### src/rtl/fmcn_pkg.sv
`timescale 1ns / 1ps
// ----------------------------------------------------------------------------
// fmcn_pkg
// shared types and constants of the factor model block
// ----------------------------------------------------------------------------
package fmcn_pkg;
	localparam int MaxOutputs = 64;
	localparam int MaxFactors = 16;
	localparam int RowW = $clog2(MaxOutputs);
	localparam int ColW = $clog2(MaxFactors);
	localparam int AddrW = RowW + ColW;
	localparam int CfgIdxW = 1;
	localparam int CfgDataW = 7;

	typedef enum logic [1:0] {
		CMD_LOAD = 2'd0,
		CMD_COMMIT = 2'd1,
		CMD_FACTOR = 2'd2,
		CMD_EMIT = 2'd3
	} cmd_t;

	typedef enum logic [1:0] {
		ST_OK = 2'd0,
		ST_OVER_ONE = 2'd1,
		ST_NOT_COMMITTED = 2'd2,
		ST_SATURATED = 2'd3
	} status_t;

	localparam logic [CfgIdxW-1:0] CFG_NUM_OUTPUTS = 1'd0;
	localparam logic [CfgIdxW-1:0] CFG_NUM_FACTORS = 1'd1;

	typedef enum logic [2:0] {
		S_IDLE,
		S_WALK,
		S_SQRT,
		S_RESID,
		S_DONE
	} fsm_t;

	// request from the sequencer to the square root unit
	typedef struct packed {
		logic start;
		logic [32:0] radicand;
	} sqrt_req_t;

	typedef struct packed {
		logic done;
		logic [16:0] root;
	} sqrt_rsp_t;
endpackage

### src/rtl/fmcn_mac.sv
`timescale 1ns / 1ps
// ----------------------------------------------------------------------------
// fmcn_mac
// registered multiply then accumulate, shared by commit and emit
// ----------------------------------------------------------------------------
module fmcn_mac (
	input  logic clk,
	input  logic clear,
	input  logic en,
	input  logic signed [17:0] a,
	input  logic signed [18:0] b,
	output logic signed [43:0] acc
);
	import fmcn_pkg::*;

	logic signed [37:0] prod_s1;
	logic en_s1;
	logic signed [43:0] acc_q;

	always_ff @(posedge clk) begin
		prod_s1 <= 38'(a) * 38'(b);
		en_s1 <= en;
		if (clear)
			acc_q <= '0;
		else if (en_s1)
			acc_q <= acc_q + 44'(prod_s1);
	end

	assign acc = acc_q;
endmodule

### config.mk
export PLATFORM = sky130hd
export DESIGN_NAME = fmcn_mac
export DESIGN_NICKNAME = d
export VERILOG_FILES = /design/src/rtl/fmcn_pkg.sv /design/src/rtl/fmcn_mac.sv
export SDC_FILE = /design/constraint.sdc
export NUM_CORES = 1
export LEC_CHECK = 0
export CAP_MARGIN = 20
export CORE_MARGIN = 2
export CORE_UTILIZATION = 65
export CTS_BUF_LIST = sky130_fd_sc_hd__clkbuf_8
export DETAILED_ROUTE_END_ITERATION = 8
export DONT_BUFFER_PORTS = 1
export PLACE_DENSITY = 0.8
export SLEW_MARGIN = 20
export SYNTH_ARGS = -nofsm -noshare
export SYNTH_HDL_FRONTEND = slang
export SYNTH_SLANG_ARGS = --single-unit
### constraint.sdc
create_clock -name clk -period 12.4 [get_ports clk]
set_clock_uncertainty 0.1 [all_clocks]
set_input_delay 0.62 -clock clk [delete_from_list [all_inputs] [get_ports clk]]
set_output_delay 0.62 -clock clk [all_outputs]
set_load 0.1 [all_outputs]
Word-level counts from Yosys, hierarchy flattened
Index checks and enable logic that the tools add are counted.
{ "totals": {"regBits": 82, "in_bits": 40, "output_inout_bits": 44, "word_cells": 5} }
{ "classes": {"n_addsub": 1, "multipliers": 1} }
{ "ops": {"columns": ["operator", "count"], "rows": [
  ["adder 44 x 37 -> 44 bit", 1],
  ["multiplier 18 x 19 -> 37 bit", 1]
]} }

Depth between registers and ports, before layout
{ "logic_depth": {"depth_word": 1, "mapped_depth": 26, "depth_no_buf": 25} }

Least setup slack after synthesis
No wires, ideal clock.
{ "synth_path": {"path_type": "in2reg", "start": "input a[9]", "end": "register prod_s1[35]", "setup_time_ns": 0.072, "arrival_ns": 6.261, "required_ns": 12.228, "slack_ns": 5.967, "path_stages": 23, "path_buffers": 2, "cell_sequence": "clkbuf_1 -> clkbuf_1 -> nand2_1 -> fa_1 -> inv_1 -> fa_1 -> fa_1 -> fa_1 -> fa_1 -> inv_1 -> fa_1 -> inv_1 -> ha_1 -> a21o_1 -> a21oi_1 -> nand3_1 -> a21boi_0 -> o211ai_1 -> nand2_1 -> a31o_2 -> a211o_1 -> a21oi_1 -> xnor2_1"} }
{ "synth_via": {"elab_chain_len": 1} }
{ "synth_rtl": {"columns": ["element", "line_no", "source"], "rows": [
  ["start: declaration", "fmcn_mac.sv:10", "input logic signed [17:0] a,"],
  ["multiplier 18 x 19 -> 37 bit", "fmcn_mac.sv:21", "prod_s1 <= 38'(a) * 38'(b);"],
  ["end signal: assignment", "fmcn_mac.sv:21", null],
  ["end: declaration", "fmcn_mac.sv:16", "logic signed [37:0] prod_s1;"]
]} }
Every way passes these cells.
A chain may end at the register's enable or synchronous reset.

Worst setup path in the final report
{ "layout_path": {"start": "input a[17]", "end": "register prod_s1[35]"} }
The elaborated chain is that of the path after synthesis.

==> results.yml <==
hold_path:
  hold_path_depth: 0
  min_path_type: "primary input to register"
  holdCritStartpoint: "en"
  whs_endpoint: "en_s1"
critical_path:
  critPathLaunchType: "primary input"
  critPathKind: "primary input to register"
  arrival_ns: 6.32
  cp_max_fo: 16
  r2r-start: "acc[0]"
  worstPathRequired_ns: 12.61
  rrSetupSlack_ns: 8.10
  crit_path_end_kind: "register"
  timing.rr.end: "acc[40]"
  worstRegToRegCells: 13
routing:
  drt_wl_total_um: 38800
  via_count: 12281
  post_drt_via_cell_ratio: 5.65
  drt_pass1_iterations: 6
  drtIter0Drc: 886
  wl_per_cell_um: 17.9
  remaining_drc_errors: 0
  final_antenna_net_count: 0
yosys:
  synth_area_leader_cell: "fa_1"
  synth_area_mm2: 0.0171
  synth_top_area_share_pct: 40.6
  synth_nets: 2415
  synth_area_leaders: "fa_1 41%, ha_1 10%, dfxtp_1 9.6%"
  synth.most_common_cell: "inv_1"
  syn_avg_cell_area_um2: 9.03
  synthTopCellsByCount: "404 x inv_1, 346 x fa_1, 200 x nand2_1"
  yosysWarningCount: 0
  async_flop_share_pct: 0
  syn_inst: 1891
  yosys_register_bits: 82
  synth_ff_type: "dfxtp_1"
  synth-seq-area-share_pct: 9.62
  synth_edf_count: 0
  ys_types: 62
placed_design:
  dp_cells: 2157
  place_congestion: 0.958
  dp_hpwl_um: 32700
  port_buffers: 0
  place_ws_ns: 6.00
layout:
  seqCellArea_mm2: 0.00165
  area_growth_pct: 2.42
  diodes: 0
  fillers: 2053
  final_cells: 2173
  nNetsFinal: 2357
  multiInputGateArea_mm2: 0.0136
  drive_gt1_share_pct: 2.07
clock_tree:
  htree_levels: 3
  insertion_delay_ns: 0.37
  clock-sinks: 82
  postCtsSetupRepairBufs: 0
  cts_buffer_depth: 2
  numCtsBuffers: 9
  cts_root_buf: "clkbuf_8"
  cts.repair.resized: 0
  postCtsHoldBufs: 0
  cts.reportedPaths.clkPinSlew_ns: 0.08
  cts_tree: "yes"
grt:
  track_usage_pct: 29.1
  first_global_vias: 12922
  grt_pass1_wl_um: 65400
  gr-total-overflow: 0
  grt_max_degree: 52
  antenna_found_initial: 0
sta:
  finalSetupViolations: 0
  period_share_pct: 49.3
  slew_violations: 0
  relSlewSlack_pct: 28.6
  max_freq_ghz: 0.163
  whs_ns: 0.180
  fin_ws_ns: 6.28
  fin_tns_setup_ns: 0
  worst_pin_slew_ns: 1.07
  rsz0062_at_grt: "false"
  period_needed_ns: 6.12
  final_hold_viol_count: 0
flow_run:
  timing.max_cap.violations: 0
floorplanning:
  rows: 59
  die_w_um: 166
  start_util_pct: 65.9
  fp.coreArea_mm2: 0.0259
  design.die.area_mm2: 0.0276
  die_h_um: 166
  ios: 84
status:
  status: "finished clean"
cell usage in the layout (no fill, tap or decap), types with 6 or more instances in the layout:
cell type / n
a31oi_1: 9
a21o_1: 44
mux2i_1: 25
nand3_1: 16
o31ai_1: 6
inv_1: 404
nand2_1: 200
xnor2_1: 46
a211oi_1: 8
xor2_1: 29
dfxtp_1: 81
fa_1: 346
o21bai_1: 6
clkbuf_8: 9
nand4_1: 10
and3_1: 7
ha_1: 138
nor3_1: 10
nand2b_1: 11
and2_1: 166
nor2_1: 85
o21ai_0: 20
o21a_1: 8
a21oi_1: 75
area by class of cell:
type	count	area share [%]
clock inverters	7	0.809
multi-input cells	1336	78.0
flip-flops and latches	82	9.41
well taps	335	2.40
clock buffers	9	0.709
inverters	404	8.68
critical path: stages:
cell and delay [ns]:
inv_1 0.42, nor2_1 0.13, fa_1 0.52, fa_1 0.43
fa_1 0.51, fa_1 0.42, fa_1 0.49, inv_1 0.05
fa_1 0.47, inv_1 0.04, ha_1 0.35, a21o_1 0.21
a21oi_1 0.26, nand3_1 0.12, a21boi_0 0.18, o211ai_1 0.14
nand2_1 0.12, a31o_2 0.28, a211o_1 0.25, a21oi_1 0.18
xnor2_1 0.13
kinds of logic (layout without fill, tap and decap cells):
kind of cell	count (synthesis)	after routing	share of synthesized area (%)
compound gates	224	224	8.72
xor+xnor	75	75	3.85
fa+ha+maj	484	484	50.7
buf+inv	473	420	10.5
flops	82	82	9.62
mux	25	25	1.47
simple gates	528	528	15.2
sequential cells by signal, indices dropped and copies added (netlist names):
name,count
acc,44
en_s1,1
prod_s1,37
stage by stage:
step                      utilization, %  area [um2]
after floorplan                        -       17100
after global placement              66.4       17200
after detailed placement            66.4       17200
after CTS                           67.5       17500
after global routing                67.5       17500
final                               67.5       17500
layer usage:
metal | track usage (%) | wire length, um | part of all wire, %
met2 | 46.6 | 17700 | 46
met5 | 0 | 0 | 0
met1 | 42.0 | 17300 | 45
met3 | 7.08 | 3560 | 9.2
met4 | 3.89 | 289 | 0.74
how the worst max path moves through the flow:
stage	endpoint	slack (ns)	from	cells after the start
after global placement	prod_s1[35]	6.08	a[17]	21
after detailed placement	prod_s1[35]	6.00	a[17]	21
after global routing	prod_s1[35]	6.03	a[17]	21
after CTS	prod_s1[35]	6.38	a[17]	21
after floorplan	prod_s1[35]	5.97	a[9]	23
final	prod_s1[35]	6.28	a[17]	21
Power is left out: the tool's default activity adds up to more than one toggle a clock period on the data nets, which glitch-free logic cannot reach.
