## src/rtl/fmcn_pkg.sv

```systemverilog
`timescale 1ns / 1ps
// ----------------------------------------------------------------------------
// fmcn_pkg
// shared types and constants of the factor model block
// ----------------------------------------------------------------------------
package fmcn_pkg;
	localparam int MaxOutputs = 64;
	localparam int MaxFactors = 16;
	localparam int RowW = $clog2(MaxOutputs);
	localparam int ColW = $clog2(MaxFactors);
	localparam int AddrW = RowW + ColW;
	localparam int CfgIdxW = 1;
	localparam int CfgDataW = 7;

	typedef enum logic [1:0] {
		CMD_LOAD = 2'd0,
		CMD_COMMIT = 2'd1,
		CMD_FACTOR = 2'd2,
		CMD_EMIT = 2'd3
	} cmd_t;

	typedef enum logic [1:0] {
		ST_OK = 2'd0,
		ST_OVER_ONE = 2'd1,
		ST_NOT_COMMITTED = 2'd2,
		ST_SATURATED = 2'd3
	} status_t;

	localparam logic [CfgIdxW-1:0] CFG_NUM_OUTPUTS = 1'd0;
	localparam logic [CfgIdxW-1:0] CFG_NUM_FACTORS = 1'd1;

	typedef enum logic [2:0] {
		S_IDLE,
		S_WALK,
		S_SQRT,
		S_RESID,
		S_DONE
	} fsm_t;

	// request from the sequencer to the square root unit
	typedef struct packed {
		logic start;
		logic [32:0] radicand;
	} sqrt_req_t;

	typedef struct packed {
		logic done;
		logic [16:0] root;
	} sqrt_rsp_t;
endpackage

```

## src/rtl/fmcn_sqrt.sv

```systemverilog
`timescale 1ns / 1ps
// ----------------------------------------------------------------------------
// fmcn_sqrt
// bit-serial square root rounded to nearest, one result bit a cycle
// ----------------------------------------------------------------------------
module fmcn_sqrt (
	input  logic clk,
	input  logic arst_n,
	input  fmcn_pkg::sqrt_req_t req,
	output fmcn_pkg::sqrt_rsp_t rsp
);
	import fmcn_pkg::*;

	logic [33:0] rem_q;
	logic [16:0] root_q;
	logic [33:0] x_q;
	logic [4:0] cnt_q;
	logic busy_q;
	logic done_q;
	logic [33:0] trial;
	logic [33:0] rem_sh;

	// restoring method, two radicand bits per step
	assign rem_sh = {rem_q[31:0], x_q[33:32]};
	assign trial = {15'd0, root_q, 2'b01};

	always_ff @(posedge clk or negedge arst_n) begin
		if (!arst_n) begin
			busy_q <= 1'b0;
			done_q <= 1'b0;
			cnt_q <= '0;
		end else begin
			done_q <= 1'b0;
			if (req.start) begin
				busy_q <= 1'b1;
				cnt_q <= 5'd17;
			end else if (busy_q) begin
				cnt_q <= cnt_q - 5'd1;
				if (cnt_q == 5'd1) begin
					busy_q <= 1'b0;
					done_q <= 1'b1;
				end
			end
		end
	end

	always_ff @(posedge clk) begin
		if (req.start) begin
			x_q <= {1'b0, req.radicand};
			rem_q <= '0;
			root_q <= '0;
		end else if (busy_q) begin
			x_q <= {x_q[31:0], 2'b00};
			if (rem_sh >= trial) begin
				rem_q <= rem_sh - trial;
				root_q <= {root_q[15:0], 1'b1};
			end else begin
				rem_q <= rem_sh;
				root_q <= {root_q[15:0], 1'b0};
			end
		end
	end

	// x - r*r > r rounds up; remainder is x - r*r
	assign rsp.done = done_q;
	assign rsp.root = (rem_q > {17'd0, root_q}) ? root_q + 17'd1 : root_q;
endmodule

```

## config.mk

```make
export PLATFORM = sky130hd
export DESIGN_NAME = fmcn_sqrt
export DESIGN_NICKNAME = d
export VERILOG_FILES = /design/src/rtl/fmcn_pkg.sv /design/src/rtl/fmcn_sqrt.sv
export SDC_FILE = /design/constraint.sdc
export NUM_CORES = 1
export LEC_CHECK = 0
export BUFFER_PORTS_ARGS = -buffer_cell sky130_fd_sc_hd__buf_4
export CORE_MARGIN = 2
export CORE_UTILIZATION = 65
export CTS_CLUSTER_DIAMETER = 120
export DETAILED_ROUTE_END_ITERATION = 6
export PLACE_DENSITY = 0.85
export SETUP_SLACK_MARGIN = 0.1
export SLEW_MARGIN = 20
export SYNTH_ARGS = -nofsm -noshare
export SYNTH_HDL_FRONTEND = slang
export SYNTH_SLANG_ARGS = --single-unit
```

## constraint.sdc

```tcl
create_clock -name clk -period 5.2 [get_ports clk]
set_input_delay 0.52 -clock clk [delete_from_list [all_inputs] [get_ports clk]]
set_output_delay 0.52 -clock clk [all_outputs]
set_load 0.05 [all_outputs]
```

# After elaboration in Yosys (flattened, before gate mapping)
# Cells that the tools add are included.
# word_totals
register_bits	92
latch_bits	0
ram_bits	0
romBits	0
input_bits	36
out_inout_bits	18
word_cells	27
mem_count	0
# op_classes
n_addsub	3
n_mul	0
n_div	0
n_lt_le_gt_ge	2
eq_ne	1
shift	0
mux	13
n_bitwise	0
n_reduce_logical	1
# op_table
operator	n
$mux W33	2
$ge A34 B19 Y1	1
$gt A34 B17 Y1	1
$mux W34	1
$sub A34 B19 Y34	1
$add A17 B1 Y17 const B	1
$mux W17	1
$mux W5	2
$mux W1	7
$eq A5 B1 Y1 const B	1
$sub A5 B1 Y5 const B	1
$reduce_bool A2 Y1	1

# Longest topological paths before layout
# logic_depth
ltp_word	4
mapped_depth	13
mapped_depth_nobuf	9

# Worst setup path before layout
# OpenSTA, ideal clock, no wires.
# synth_path
path_kind	reg-to-output
startpoint	register root_q[9]
endpoint	output port rsp[11] (netlist bit)
t_arrival_ps	3348
required_ps	4680
path_slack_ps	1332
stages_incl_launch_ff	12
path_buffers	2
cell_sequence	dfxtp_1 -> clkbuf_1 -> inv_1 -> ha_1 -> buf_2 -> nand4_1 -> or3_1 -> a31oi_1 -> o21ai_2 -> a2111oi_4 -> nand4_1 -> xnor2_1
# synth_lines
item	line	rtl
start: declaration	fmcn_sqrt.sv:15	logic [16:0] root_q;
start signal: assignment	fmcn_sqrt.sv:56	root_q <= {root_q[15:0], 1'b1};
start signal: assignment	fmcn_sqrt.sv:59	root_q <= {root_q[15:0], 1'b0};
end: declaration	fmcn_sqrt.sv:10	output fmcn_pkg::sqrt_rsp_t rsp

==> run_results.csv <==
group,metric,value,unit
setup_path,startpoint_type,"flop",
clock_network,cts_resized,0,
timing,setup_tns,0,ns
die,start_util,66.6,%
synth,synth_area_leaders,"dfxtp_1 18%, edfxtp_1 17%, mux2_2 6.0%",
placement,portBuffers,53,
route,finalWirelength,13200,um
clock_network,cts_hold_buf,1,
clock_network,cts.sinks,92,
clock_network,h-tree-depth,3,
timing,holdWs,0.419,ns
synth,yosysWarnings,0,
synth,async_reset_ff_share,7.61,%
cells_and_area,register_area,2210,um^2
synth,yosys_most_used_dff,"dfxtp_1",
synth,yosysSeqAreaShare,38.2,%
setup_path,worstPathArrival,3.81,ns
setup_path,crit_type,"flop to primary output",
worst_hold_path,hp-class,"input port to flop",
global_route,grt_pass1_vias,4464,
clock_network,cts_buffers,9,
route,drtIter0Drc,352,
timing,clock_skew,0.0171,ns
setup_path,end_kind,"primary output",
timing,slew-limit-headroom,32.8,%
setup_path,cp_max_fo,11,
route,ant_nets,0,
synth,syn_nets,684,
timing,max_clock_freq,231,MHz
cells_and_area,antenna_cells,0,
route,vias_per_cell,6.34,
timing,final_hold_viol_count,0,
placement,hpwl,9120,um
pwr,p_leak,2.56,nW
synth,synth_top_area_share,18.0,%
global_route,overflow,0,
synth,synth_area,5780,um^2
cells_and_area,syn2layout_area_growth,10.4,%
global_route,track_usage,26.7,%
synth,synthCells,625,
clock_network,cts_tree,"done",
die,num_rows,34,
cells_and_area,final_cell_mix,"65 x nor2_1, 57 x nand2_1, 54 x buf_4",
timing,setup_viol_count_final,0,
synth,avgSynthCellArea,9.25,um^2
cells_and_area,fin_area,6380,um^2
die,die_w,98.3,um
synth,synth_seq_cells,92,
global_route,grt_antenna_before_repair,0,
die,core_area,8680,um^2
run_status,status,"finished, final reports clean",
synth,synth_edf_count,33,
timing,max_slew.worst_pin.slew,1.01,ns
clock_network,cts_setup_buffers,0,
cells_and_area,final_util,73.6,%
clock_network,cts.path.max_buffers,2,
pwr,power.density,586,nW/um^2
route,drtPass1Iterations,5,
die,die-height,98.3,um
die,io_pins,54,
timing,rsz0062_at_grt,"no",
global_route,grt_pass1_wl,21200,um
route,vias,4847,
placement,postPlaceCellArea,6150,um^2
timing,finalMaxSlewViolations,0,
global_route,grt_start_max_net_pins,96,
cells_and_area,multi_input_area,3290,um^2
route,drcViolationCount,0,
cells_and_area,fill_cells,627,
clock_network,clock-root-buffer,"clkbuf_8",
cells_and_area,final_common_cell,"nor2_1",
setup_path,required,4.68,ns
pwr,vdd_ir_drop_max,409,uV
die,die-area,9670,um^2
run,maxCapViolations,0,
timing,min_period,4.33,ns
clock_network,clock_latency,0.38,ns
cells_and_area,nets,710,
placement,place.gp.congestion,0.934,
route,drt-wirelength-per-cell,17.3,um
synth,yosysUniqueCellTypes,72,
cells_and_area,layout-drive-gt1-share,19.7,%
synth,synth_top_cell_by_area,"dfxtp_1",
timing,period_share,83.3,%
clock_network,clkSlewWorstSetupHoldPaths,0.11,ns
-- critical path: stages (launching register included) --
cell and delay (ns):
dfxtp_1 0.57, inv_1 0.10, ha_1 0.50, nand4_1 0.16, nor4_1 0.55, a21o_1 0.23, nor2_1 0.10, a2111oi_4 0.61
nand4_1 0.19, xnor2_1 0.21, buf_4 0.23
-- state kept, by name (all words and copies together), names as in the netlist --
signal,flops
cnt_q,5
done_q,1
busy_q,1
rem_q,34
x_q,34
root_q,17
-- cell families after synthesis --
| group | after synthesis | synth area share, % |
|---|---|---|
| and+or+nand+nor | 227 | 20.0 |
| AOI/OAI and AO/OA | 127 | 17.0 |
| DFF | 92 | 38.2 |
| buffers and inverters | 69 | 4.89 |
| muxes | 50 | 9.32 |
| xor gates and xnor gates | 37 | 5.60 |
| adders and majority gates | 23 | 4.98 |
-- per-stage QoR --
step	total power [mW]	instances	worst slack (ns)
after global placement	3.08	747	1.59
final	3.74	764	0.867
after floorplan	2.71	625	1.33
after detailed placement	3.15	747	1.39
after global routing	3.97	764	0.619
after CTS	3.71	764	0.969
-- cell type report --
cell class / count / area share [%]
inverter: 29 / 1.70
tap: 108 / 2.12
clock buffer: 10 / 2.00
sequential: 92 / 34.6
multi-input combinational: 464 / 51.6
clock inverter: 6 / 1.51
timing repair buffer: 55 / 6.51
-- power by group --
| group | internal, mW | switching [mW] |
|---|---|---|
| Combinational | 0.839 | 1.22 |
| Clock | 0.277 | 0.282 |
| Sequential | 0.956 | 0.169 |
-- final timing paths --
| path | startpoint | end | slack (ns) | cells after the start |
|---|---|---|---|---|
| worst max register to register | root_q[9] | rem_q[17] | 1.54 | 9 |
| min in group asynchronous | arst_n | cnt_q[1] | 0.49 | 2 |
| worst min register to register | rem_q[16] | rem_q[18] | 0.51 | 2 |
| max in group asynchronous | arst_n | busy_q | 4.57 | 2 |
| worst max-delay path | root_q[9] | rsp[11] | 0.87 | 10 |
| worst min-delay path | req[1] | x_q[1] | 0.42 | 2 |
-- synthesized netlist by cell type (18+ instances only) --
master	n
nand4_1	18
nor2_1	65
a21oi_1	20
ha_1	23
nand2_1	57
mux2_2	31
clkbuf_1	23
a311oi_1	23
edfxtp_1	33
inv_1	29
dfxtp_1	52
xnor2_1	28
mux2i_1	19
-- routing by layer --
layer	track usage, %	vias to the layer above	wire (um)
li1	-	2339	-
met2	43.0	170	6310
met1	37.3	2316	6010
met4	9.38	0	246
met3	3.22	22	658
met5	0	-	0
Power figures use the tool's default switching activity.
